### config.mk
export PLATFORM = sky130hd
export DESIGN_NAME = ddt_div
export DESIGN_NICKNAME = d
export VERILOG_FILES = /design/src/rtl/assert_macros.svh /design/src/rtl/ddt_div.sv
export SDC_FILE = /design/constraint.sdc
export NUM_CORES = 1
export LEC_CHECK = 0
export BUFFER_PORTS_ARGS = -buffer_cell sky130_fd_sc_hd__clkbuf_2
export CAP_MARGIN = 20
export CORE_MARGIN = 3
export CORE_UTILIZATION = 55
export DETAILED_ROUTE_END_ITERATION = 10
export GPL_TIMING_DRIVEN = 1
export PLACE_DENSITY = 0.8
export SETUP_SLACK_MARGIN = 0.15
export SLEW_MARGIN = 0
export SYNTH_ARGS = -nofsm -noshare
export SYNTH_HDL_FRONTEND = slang
export SYNTH_SLANG_ARGS = --single-unit
### constraint.sdc
create_clock -name clk -period 6 [get_ports clk]
set_input_delay 1.2 -clock clk [delete_from_list [all_inputs] [get_ports clk]]
set_output_delay 1.2 -clock clk [all_outputs]
set_load 0.1 [all_outputs]
### src/rtl/assert_macros.svh
// assertion macros shared by the rtl files
// expects clk and rst_n in the scope of each use
`ifndef ASSERT_MACROS_SVH
`define ASSERT_MACROS_SVH

// property that holds at every edge outside reset
`define ASSERT_ALWAYS(lbl, expr, msg) \
    lbl: assert property (@(posedge clk) disable iff (!rst_n) (expr)) else $error(msg);

// antecedent at one edge implies consequent at the next
`define ASSERT_NEXT(lbl, ante, cons, msg) \
    lbl: assert property (@(posedge clk) disable iff (!rst_n) (ante) |=> (cons)) else $error(msg);

`endif

### src/rtl/ddt_div.sv
// restoring divider, one quotient bit per cycle
// depends on nothing but its parameters
`default_nettype none
module ddt_div #(
    parameter int NUM_BITS = 41,
    parameter int DEN_BITS = 24
) (
    input  wire logic                clk,
    input  wire logic                rst_n,
    input  wire logic                start,
    input  wire logic [NUM_BITS-1:0] num,
    input  wire logic [DEN_BITS-1:0] den,
    output logic                     busy,
    output logic      [NUM_BITS-1:0] quo
);

    localparam int CNT_W = $clog2(NUM_BITS + 1);

    logic [NUM_BITS-1:0] quo_reg, quo_next;
    logic [DEN_BITS-1:0] rem_reg, rem_next;
    logic [DEN_BITS-1:0] den_reg, den_next;
    logic [CNT_W-1:0]    cnt_reg, cnt_next;
    logic                busy_reg, busy_next;
    logic [DEN_BITS:0]   rem_sh;
    logic [DEN_BITS+1:0] diff;

    always_ff @(posedge clk or negedge rst_n)
    begin
        if (!rst_n)
        begin
            cnt_reg  <= '0;
            busy_reg <= 1'b0;
        end
        else
        begin
            cnt_reg  <= cnt_next;
            busy_reg <= busy_next;
        end
    end

    always_ff @(posedge clk)
    begin
        quo_reg <= quo_next;
        rem_reg <= rem_next;
        den_reg <= den_next;
    end

    always_comb
    begin
        rem_sh    = {rem_reg, quo_reg[NUM_BITS-1]};
        diff      = {1'b0, rem_sh} - {2'b00, den_reg};
        quo_next  = quo_reg;
        rem_next  = rem_reg;
        den_next  = den_reg;
        cnt_next  = cnt_reg;
        busy_next = busy_reg;
        if (start)
        begin
            quo_next  = num;
            rem_next  = '0;
            den_next  = den;
            cnt_next  = CNT_W'(NUM_BITS);
            busy_next = 1'b1;
        end
        else if (busy_reg)
        begin
            if (!diff[DEN_BITS+1])
            begin
                rem_next = diff[DEN_BITS-1:0];
                quo_next = {quo_reg[NUM_BITS-2:0], 1'b1};
            end
            else
            begin
                rem_next = rem_sh[DEN_BITS-1:0];
                quo_next = {quo_reg[NUM_BITS-2:0], 1'b0};
            end
            cnt_next = cnt_reg - 1'b1;
            if (cnt_reg == CNT_W'(1))
            begin
                busy_next = 1'b0;
            end
        end
    end

    assign busy = busy_reg;
    assign quo  = quo_reg;

endmodule
`default_nettype wire

Yosys cells after proc, flatten, opt, wreduce, memory -nomap -nowiden
Index checks and enable logic that the tools add are counted.
{"block": "word_totals", "word_cells": 18, "inputBits": 68, "out_inout_bits": 42, "reg_bits": 96}
{"block": "op_classes", "muxes": 9, "n_eq_ne": 1, "addsub": 2, "n_reduce_logical": 1}
{"op": "$mux 41", "count": 2}
{"op": "$sub 25x24->26", "count": 1}
{"op": "$mux 24", "count": 1}
{"op": "$mux 6", "count": 2}
{"op": "$eq 6x1->1 const B", "count": 1}
{"op": "$sub 6x1->6 const B", "count": 1}
{"op": "$mux 1", "count": 4}
{"op": "$reduce_bool 2->1", "count": 1}

Logic depth before layout (Yosys ltp)
Gate-level depths: netlist of run 1.
{"block": "depth", "word_depth": 4, "mapped_depth": 13, "mapped_depth_nobuf": 12}

Worst setup path after synthesis of run 1
Ideal clock, no wire load.
{"block": "synth_timing", "path_type": "reg-to-reg", "from": "register quo_reg[40] (netlist: quo[40])", "to": "register rem_reg[18]", "t_required_ns": 5.909, "arrival_time_ns": 2.926, "stages_incl_launch_ff": 13, "period_less_slack_ns": 3.017, "path_buffers": 0, "slack_ns": 2.983, "setup_time_ns": 0.091, "cell_sequence": "edfxtp_1 inv_1 ha_1 inv_1 fa_1 a21oi_1 o221ai_1 a311oi_1 o21ai_0 a41oi_1 xnor2_1 nand2_1 a311oi_1"}
{"block": "synth_between", "elab_chain_cells": 2}
{"element": "start, declared", "line_no": "ddt_div.sv:19", "text": "logic [NUM_BITS-1:0] quo_reg, quo_next;"}
{"element": "start signal, assigned", "line_no": "ddt_div.sv:43", "text": "quo_reg <= quo_next;"}
{"element": "$sub 25x24->26", "line_no": "ddt_div.sv:51", "text": "diff = {1'b0, rem_sh} - {2'b00, den_reg};"}
{"element": "$mux 24", "line_no": "ddt_div.sv:67", "text": "if (!diff[DEN_BITS+1])"}
{"element": "end signal, assigned", "line_no": "ddt_div.sv:44", "text": "rem_reg <= rem_next;"}
{"element": "end, declared", "line_no": "ddt_div.sv:20", "text": "logic [DEN_BITS-1:0] rem_reg, rem_next;"}
No other way between the ends.
A chain may end at the register's enable or synchronous reset.

Worst setup path after layout of run 1
{"block": "layout_timing", "from": "register den_reg[3]", "to": "register rem_reg[7]"}
{"block": "layout_between", "elab_chain_cells": 2}
{"element": "start, declared", "line_no": "ddt_div.sv:21", "text": "logic [DEN_BITS-1:0] den_reg, den_next;"}
{"element": "start signal, assigned", "line_no": "ddt_div.sv:45", "text": "den_reg <= den_next;"}
{"element": "$sub 25x24->26", "line_no": "ddt_div.sv:51"}
{"element": "$mux 24", "line_no": "ddt_div.sv:67"}
No other way between the ends.

==> impl_summary.md, run 1 <==
Outcome
The flow ran to the end, and the final reports show no timing, DRC or antenna violations.

Clock network
Post-CTS repair changed the size of 0 cells. The total setup buffers inserted after CTS is 0. The clock reaches the later pin of the worst-skew pair after 0.37 ns.

Buffers inserted to repair hold after CTS numbered 0. Buffers inserted during clock tree synthesis total 9. The clock edge transition at the registers on the reported setup and hold paths is approximately 0.1 ns. The TritonCTS clock tree is built. The level count of the clock H-tree is 3. The root cell of the clock tree is sky130_fd_sc_hd__clkbuf_8. Counting along the longest clock path gives a buffer depth of 2. For this design, the sink count on the clock tree is 96.

Global routing
The total overflow left after global routing is 0. Entering global routing, the biggest net connects 63 pins. After global routing, the most crowded layer is met2.

In the global route stage, met2 resource usage came out at 0.3435. The first global-routing pass estimated approximately 19 mm of wire. The initial antenna violation count was 0.

In the global route stage, met3 resource usage came out at 0.05400. The aggregate global-route resource usage is 0.2116. The via count of the first global-routing pass came to 4,014. The met1 layer usage reported by global route is 0.2749.

Drt
The via count normalized by instance count is ~5.5. The number of design-rule violations left by the first detailed-router iteration is around 130. The via total after detailed routing is 3,949.

The first TritonRoute pass finished after 4 iterations. The average detailed-routed wire length per instance is 15.80 um. The routed design has 11.33 mm of wire. The number of antenna-violating nets in the routed design is 0. The residual DRC count is 0.

Cells and area
Once layout is complete, the utilization of the core stands at 0.6536. Compared with the post-synthesis result, the final layout area differs by 15.15%. The area occupied by multi-input gates is roughly 0.0024 mm2. The filler cell count is 739. Across the whole layout, storage elements account for 0.002608 mm2. The count of inserted antenna diode cells is 0. In the final design database the tool counted 678 nets. The fraction of layout cells with a size suffix above 1 is 0.2993. The register with the most flip-flops in the layout has 41 of them. The finished cells cover 0.006068 mm2.

Die
The floorplan step set the die height to 103.9 um. The initial utilization of the core area, before any placement, comes to 0.5677. The region available for standard cell placement spans 0.009284 mm2. The die footprint is 0.01079 mm2.

The horizontal extent of the die is 103.9 um. 110 I/O pins were placed. The standard-cell row count is 35.

Setup path
Data arrives at the worst endpoint at 3.40 ns. The kind of start point of the critical path is a register. The worst stage delay on the critical path is approximately 0.70 ns. The path type of the worst setup path is register to register. The slowest stage cell on the critical path is sky130_fd_sc_hd__a21o_1. In this design, the critical path's most frequently occurring cell is sky130_fd_sc_hd__a21o_1. In this run the worst path has a maximum fanout of 24. STA puts the critical path data required time at 6.26 ns. Walking the worst path, the cells encountered are inv_1, ha_1, o211ai_1, a21o_1, a31o_2, o31ai_4, a21o_4, a21o_1, nand3_1, a311oi_1. The worst setup path is captured at a register.

Synthesis
The most frequently used cell type in the post-synthesis netlist is sky130_fd_sc_hd__edfxtp_1. The synthesized netlist net count is 583. In this run, synthesis produced a sequential element count of 96. The average cell area after synthesis is 10.80 um2. The area share of xor/xnor cells in the synthesized design is 0.03989. The netlist uses 56 different library cells. The combinational family with the most area after synthesis is compound AO/OA/AOI/OAI gates.

By count the netlist is led by 65 x sky130_fd_sc_hd__edfxtp_1, 50 x sky130_fd_sc_hd__nand2_1, 42 x sky130_fd_sc_hd__mux2_2. The cell type contributing the most total cell area after synthesis is sky130_fd_sc_hd__edfxtp_1. Synthesis produced between 400 and 500 cells. Sorting the synthesized cells by area gives the leading types as sky130_fd_sc_hd__edfxtp_1 37%, sky130_fd_sc_hd__dfxtp_1 9.1%, sky130_fd_sc_hd__mux2_2 9.0%, sky130_fd_sc_hd__ha_1 6.2%, sky130_fd_sc_hd__nand2_1 3.6%. The number of enable-type register cells in the synthesized netlist is 65. The area of the mapped netlist is ~0.0053 mm2. The multiplexer share of the synthesized area is 0.09354. The fraction of registers with async set or reset after synthesis is 0.07292. Of the total synthesized cell area, the portion taken by AND, OR, NAND and NOR gates is 0.1197. Of the total synthesized cell area, the portion taken by full adders, half adders and majority gates is 0.06553. The predominant post-synthesis flop cell is sky130_fd_sc_hd__edfxtp_1. For this run, the number of Yosys warnings is 0. The synthesized-area fraction occupied by ao, oa, aoi and oai cells was 0.1363. Of the post-synthesis cell area, the dominant cell type holds 0.3704. For this run, the register share of the synthesized area comes to 0.4948.

STA
Static timing analysis puts the maximum clock frequency at 0.3183 GHz. In the final timing run, aggregate negative setup slack is 0 ns. The time the final worst path needs with I/O delays and setup is around 3.1 ns. The final number of max-transition violations came to 0. The final setup violation count is 0.

The worst pin sits at a relative slew slack of 0.3306. The period utilization is 0.5236. The count of endpoints failing hold in the final timing report is 0. The actual slew at the worst max-slew pin is 1.004 ns.

Setup repair after global routing left no endpoint under its margin. The clock arrives with around 0.018 ns of skew.

Power
The power density normalized to cell area is ~450 mW/mm2. Summing internal, switching and leakage power gives 2734 uW. The leakage dissipation is between 0.002 and 0.003 uW. The worst vdd rail ir drop is 275.2 uV.

Placed design
The placed cell area is 0.005868 mm2. The global placer's final weighted congestion is slightly above 0.9. The detailed placer's ending HPWL is 8.037 mm. The number of buffers added on ports is around 110.

Run
The tool flagged a number of max-cap violations equal to 0.

Min path
The path class of the tightest hold or removal check is register to register.
-- logic make-up (layout without fill, tap and decap cells) --
family                     Yosys count  in the layout
and+or+nand+nor                    134            134
xor gates and xnor gates            24             24
adders and majority gates           27             27
buffers and inverters               63            163
DFF                                 96             96
AOI/OAI and AO/OA                  100            100
muxes                               44             44
-- layout by cell type (no fill, tap or decap), types with 3 or more instances in the layout --
master	instances
sky130_fd_sc_hd__ha_1	26
sky130_fd_sc_hd__xor2_1	9
sky130_fd_sc_hd__nand2_1	50
sky130_fd_sc_hd__nor2_1	29
sky130_fd_sc_hd__a21o_1	15
sky130_fd_sc_hd__dfxtp_1	24
sky130_fd_sc_hd__nand4_1	3
sky130_fd_sc_hd__a211oi_1	6
sky130_fd_sc_hd__clkbuf_8	9
sky130_fd_sc_hd__and3_1	3
sky130_fd_sc_hd__a311oi_1	17
sky130_fd_sc_hd__edfxtp_1	65
sky130_fd_sc_hd__a211o_1	3
sky130_fd_sc_hd__mux2_2	42
sky130_fd_sc_hd__inv_1	36
sky130_fd_sc_hd__and2_1	3
sky130_fd_sc_hd__nand2b_1	13
sky130_fd_sc_hd__nor3_1	9
sky130_fd_sc_hd__nand3_1	8
sky130_fd_sc_hd__clkbuf_2	108
sky130_fd_sc_hd__o22ai_1	3
sky130_fd_sc_hd__xnor2_1	15
sky130_fd_sc_hd__nor3b_1	3
sky130_fd_sc_hd__buf_4	3
sky130_fd_sc_hd__or3_1	3
sky130_fd_sc_hd__o21ai_0	12
sky130_fd_sc_hd__dfrtp_1	7
sky130_fd_sc_hd__a21oi_1	21
sky130_fd_sc_hd__or2_2	3
-- per-layer routing --
layer	vias to the layer above	routed length [um]
met3	15	765
met1	1840	4930
met4	0	187
li1	1963	-
met2	131	5447
met5	-	0
-- power breakdown --
part	leakage, uW	switching (uW)	internal (uW)	total [uW]
clock network	0.000104	240	197	438
registers	0.000944	97.7	845	943
logic	0.00167	883	470	1350
-- critical path: cells and delay by family, from the launching register on --
kind            cells  cell delay [ns]
compound gates      7             2.04
fa+ha+maj           1             0.35
buf+inv             1             0.06
flops               1             0.35
simple gates        1             0.23
-- layout make-up --
type,count,area share
timing repair buffer,111,0.09278
inverter,36,0.02227
sequential,96,0.4297
multi-input combinational,329,0.3957
clock buffer,9,0.02041
tap,129,0.02660
clock inverter,7,0.01258
-- per-stage QoR --
stage / setup WS (ns) / hold slack, ns / instances
finish: 2.859 / 0.5062 / 717
global route: 2.564 / 0.5259 / 717
CTS: 2.909 / 0.5099 / 717
detailed placement: 2.957 / 0.4986 / 701
global placement: 3.033 / 0.4891 / 701
floorplan: 2.983 / 0.4708 / 488
-- path summary, 6_finish.rpt --
check	startpoint	endpoint	slack [ns]	cells after the start
hold / removal	rem_reg[9]$_SDFFE_PP0P_	rem_reg[10]$_SDFFE_PP0P_	0.51	2
setup reg to reg	den_reg[3]$_DFFE_PP_	rem_reg[7]$_SDFFE_PP0P_	2.86	10
max in group asynchronous	rst_n	cnt_reg[0]$_DFFE_PN0P_	5.19	1
min in group asynchronous	rst_n	cnt_reg[3]$_DFFE_PN0P_	0.65	1
setup / recovery	den_reg[3]$_DFFE_PP_	rem_reg[7]$_SDFFE_PP0P_	2.86	10
hold reg to reg	rem_reg[9]$_SDFFE_PP0P_	rem_reg[10]$_SDFFE_PP0P_	0.51	2
(Power assumes the default switching activity.)
==> run 2: changes to the inputs <==
--- a/config.mk
+++ b/config.mk
@@ -8,10 +8,10 @@
 export BUFFER_PORTS_ARGS = -buffer_cell sky130_fd_sc_hd__clkbuf_2
 export CAP_MARGIN = 20
 export CORE_MARGIN = 3
-export CORE_UTILIZATION = 55
+export CORE_UTILIZATION = 50
 export DETAILED_ROUTE_END_ITERATION = 10
 export GPL_TIMING_DRIVEN = 1
-export PLACE_DENSITY = 0.8
+export PLACE_DENSITY = 0.77
 export SETUP_SLACK_MARGIN = 0.15
 export SLEW_MARGIN = 0
 export SYNTH_ARGS = -nofsm -noshare
==> constraint.sdc (replaced) <==
create_clock -name clk -period 2.8 [get_ports clk]
set_input_delay 0.56 -clock clk [delete_from_list [all_inputs] [get_ports clk]]
set_output_delay 0.56 -clock clk [all_outputs]
set_load 0.1 [all_outputs]
==> run 2 against run 1 <==
Net effect:
- total power up 140%
- setup slack worse by 2.7 ns
- core utilization decreased by 0.79 points
- worst hold slack got worse by 0.15 ns
- clock skew is 0.011 ns lower
==> impl_summary.md, run 2 (synthesis gave the netlist of run 1 again) <==
Outcome
The flow ran to the end, and the final reports show no timing, DRC or antenna violations.

Power
The power density normalized to cell area is 1000 mW/mm2 (+120%). The sequential share of power is 0.316 (-0.029). The switching fraction of total power is 0.4373 (-0.009213).

The combinational share of power came to 0.538 (+0.043). The internal cell power came to 3634 uW (+140%). The part of the total power dissipated in the clock network is 0.146 (-0.014).

The leakage dissipation is 0.002838 uW (+4.5%). The net switching power came to 2824 uW (+130%). The worst vdd rail ir drop was 929.6 uV (+240%).

Setup path
The critical path is of the register to register type. The arrival time of data at the critical path endpoint is 2.76 ns (-0.64 ns). The worst setup path is captured at a register.

The worst endpoint required time is 2.93 ns (-3.33 ns). The maximum net fanout on the critical path came to 7 (-71%). STA classifies the critical path startpoint as a register.

Cells and area
The filler cell count is 810 (+9.6%). The number of flip-flops under the largest register name is 41 (unchanged). The area occupied by multi-input gates is 0.002565 mm2 (+6.8%). The post-layout net count is 699 (+3.1%). The growth of design area from synthesis to finish is 22.53%. The count of inserted antenna diode cells is 0 (unchanged). The cell area after layout is 0.006457 mm2 (+6.4%). The fraction of layout cells with a size suffix above 1 came to 0.3645 (+0.06521). The library cell used most frequently in the layout, excluding fill and tap cells, is sky130_fd_sc_hd__clkbuf_2.

The storage element area is 0.002609 mm2 (about the same). The top cell types in the final layout, fill and taps aside, are 108 x sky130_fd_sc_hd__clkbuf_2, 65 x sky130_fd_sc_hd__edfxtp_1, 49 x sky130_fd_sc_hd__nand2_1.

Clock network
The number of buffers inserted during clock tree synthesis is 9 (unchanged). The level count of the clock H-tree is 3 (unchanged). The clock latency reported for the late side of the worst-skew pair came to 0.37 ns (about the same).

The root cell of the clock tree is sky130_fd_sc_hd__clkbuf_8. The largest buffer count on any clock path came to 2 (unchanged). The clock edge transition at the registers on the reported setup and hold paths is 0.10 ns (about the same). TritonCTS built the clock tree. The number of sinks driven by the clock tree is 96 (unchanged).

Drt
After detailed routing, no signal wire sits above met4. The via count normalized by instance count is 5.640 (+2.4%). The via total after detailed routing came to 4,185 (+6.0%). The residual DRC count was 0 (unchanged).

The met2 routed wirelength is 5.974 mm (+9.7%). The number of design-rule violations left by the first detailed-router iteration came to 220 (+65%). The total met3 wirelength after detailed routing is 1.100 mm (+44%). The wire length the detailed router placed on met1 is 4.980 mm (+1.0%). The total wire length after detailed routing came to 12.33 mm (+8.8%). The number of antenna-violating nets in the routed design was 0 (unchanged). The average detailed-routed wire length per instance is 16.61 um (+5.1%). The number of iterations in the first detailed-routing pass is 5 (+1).

STA
The final setup violation count is 0 (unchanged). The headroom to the max-slew limit was 0.6216 (+0.2910). The achievable frequency is 0.3796 GHz (+19%). The final number of max-transition violations is 0 (unchanged). The count of endpoints failing hold in the final timing report is 0 (unchanged). The period utilization is 0.9409 (+0.4173). The slack of the critical path is 0.1655 ns (-2.693 ns). Setup repair after global routing could not meet its margin everywhere. The worst clock skew was 0.007373 ns (-0.01101 ns). The actual slew at the worst max-slew pin is 0.5701 ns (-0.4340 ns). The time the final worst path needs with I/O delays and setup was 2.635 ns (-0.5069 ns).

Die
The core region area is 0.01000 mm2 (+7.7%). The standard-cell row count came to 36 (+2.9%). The y dimension of the die is 108.7 um (+4.6%). The horizontal extent of the die came to 108.7 um (+4.6%). The number of placed I/O pins was 110 (unchanged). The initial standard-cell utilization of the core is 0.5270 (-0.04063). The die footprint is 0.01181 mm2 (+9.4%).

Placed design
The pre-CTS worst setup slack is 0.06292 ns (-2.894 ns). The global placer's final weighted congestion was 0.9248 (+1.4%). The placed cell area is 0.005982 mm2 (+1.9%). The detailed placer's ending HPWL came to 8.415 mm (+4.7%). The number of buffers added on ports was 109 (unchanged).

Global routing
The initial antenna violation count is 0 (unchanged). The via count of the first global-routing pass is 4,113 (+2.5%). The aggregate global-route resource usage is 0.2087 (-0.002928). The global-route congestion overflow total was 0 (unchanged). The first-pass GRT wire length is 19.29 mm (+2.1%). The largest net degree at the start of global routing came to 76 (+21%).

Run
The max-cap violation count is 0 (unchanged).

Min path
The path class of the tightest hold or removal check is input port to register.
## run 2: changes by cell type in the layout (fill, tap and decap cells not counted), moves of 3 or more
cell,before,now
sky130_fd_sc_hd__ha_4,0,4
sky130_fd_sc_hd__o21ai_0,12,9
sky130_fd_sc_hd__buf_4,3,18
sky130_fd_sc_hd__a311oi_1,17,13
sky130_fd_sc_hd__a311oi_2,0,4
sky130_fd_sc_hd__ha_1,26,20
## run 2: power by group through the flow
stage / Combinational (uW) / Clock [uW] / Sequential [uW]
2_1_floorplan: 1930 / 0 / 2550
4_1_cts: 3150 / 972 / 2020
3_3_place_gp: 2900 / 0 / 2040
5_1_grt: 3740 / 1030 / 2070
6_report: 3470 / 946 / 2040
3_5_place_dp: 2970 / 0 / 2040
## run 2: cell type report
type / count / share of cell area
Multi-Input combinational cell: 329 / 0.3972
Clock buffer: 10 / 0.02131
Sequential cell: 96 / 0.4040
Tap cell: 133 / 0.02577
Inverter: 36 / 0.02093
Clock inverter: 6 / 0.01046
Timing Repair Buffer: 132 / 0.1203
## run 2: final timing paths
kind                                         startpoint                       to  slack (ns)  depth (start not counted)
min in group asynchronous                         rst_n   cnt_reg[3]$_DFFE_PN0P_        0.55                          2
worst min register to register  rem_reg[8]$_SDFFE_PP0P_  rem_reg[9]$_SDFFE_PP0P_        0.51                          2
worst min-delay path                             den[8]     den_reg[8]$_DFFE_PP_        0.36                          1
worst max-delay path               den_reg[2]$_DFFE_PP_         quo[0]$_DFFE_PP_        0.17                         11
max in group asynchronous                         rst_n           busy$_DFF_PN0_        2.07                          2
worst max register to register     den_reg[2]$_DFFE_PP_         quo[0]$_DFFE_PP_        0.17                         11
## run 2: routing by layer
metal  up-vias  global-route usage
met5         -                   0
met4         0             0.06853
met3        24             0.07460
met2       190              0.3486
met1      1966              0.2517
li1       2005                   -
## run 2: metrics by stage
stage	utilization	TNS [ns]	instances	power, uW	hold WS (ns)
detailed placement	0.5982	0	711	5013	0.4080
floorplan	-	-2.079	488	4481	0.2644
CTS	0.6294	0	733	6143	0.3415
global route	0.6458	0	742	6844	0.3305
global placement	0.5982	0	711	4933	0.4011
finish	0.6458	0	742	6458	0.3576
## run 2: worst max-delay path: stages (launching register included)
cell	delay (ns)
sky130_fd_sc_hd__edfxtp_1	0.36
sky130_fd_sc_hd__inv_1	0.10
sky130_fd_sc_hd__ha_4	0.23
sky130_fd_sc_hd__o211ai_1	0.24
sky130_fd_sc_hd__a21o_1	0.17
sky130_fd_sc_hd__a31o_4	0.19
sky130_fd_sc_hd__o31ai_4	0.09
sky130_fd_sc_hd__a21o_4	0.24
sky130_fd_sc_hd__a21o_4	0.23
sky130_fd_sc_hd__clkbuf_16	0.16
sky130_fd_sc_hd__buf_4	0.13
sky130_fd_sc_hd__mux2_4	0.25
## run 2: timing repair
action | in CTS | in global routing
hold buffers | 1 | 0
cloned | 0 | 1
gates resized for setup | 11 | 16
pin swaps | 6 | 13
setup buffers | 5 | 8
hold endpoints to repair | 7 | 0
setup endpoints to repair | 18 | 24
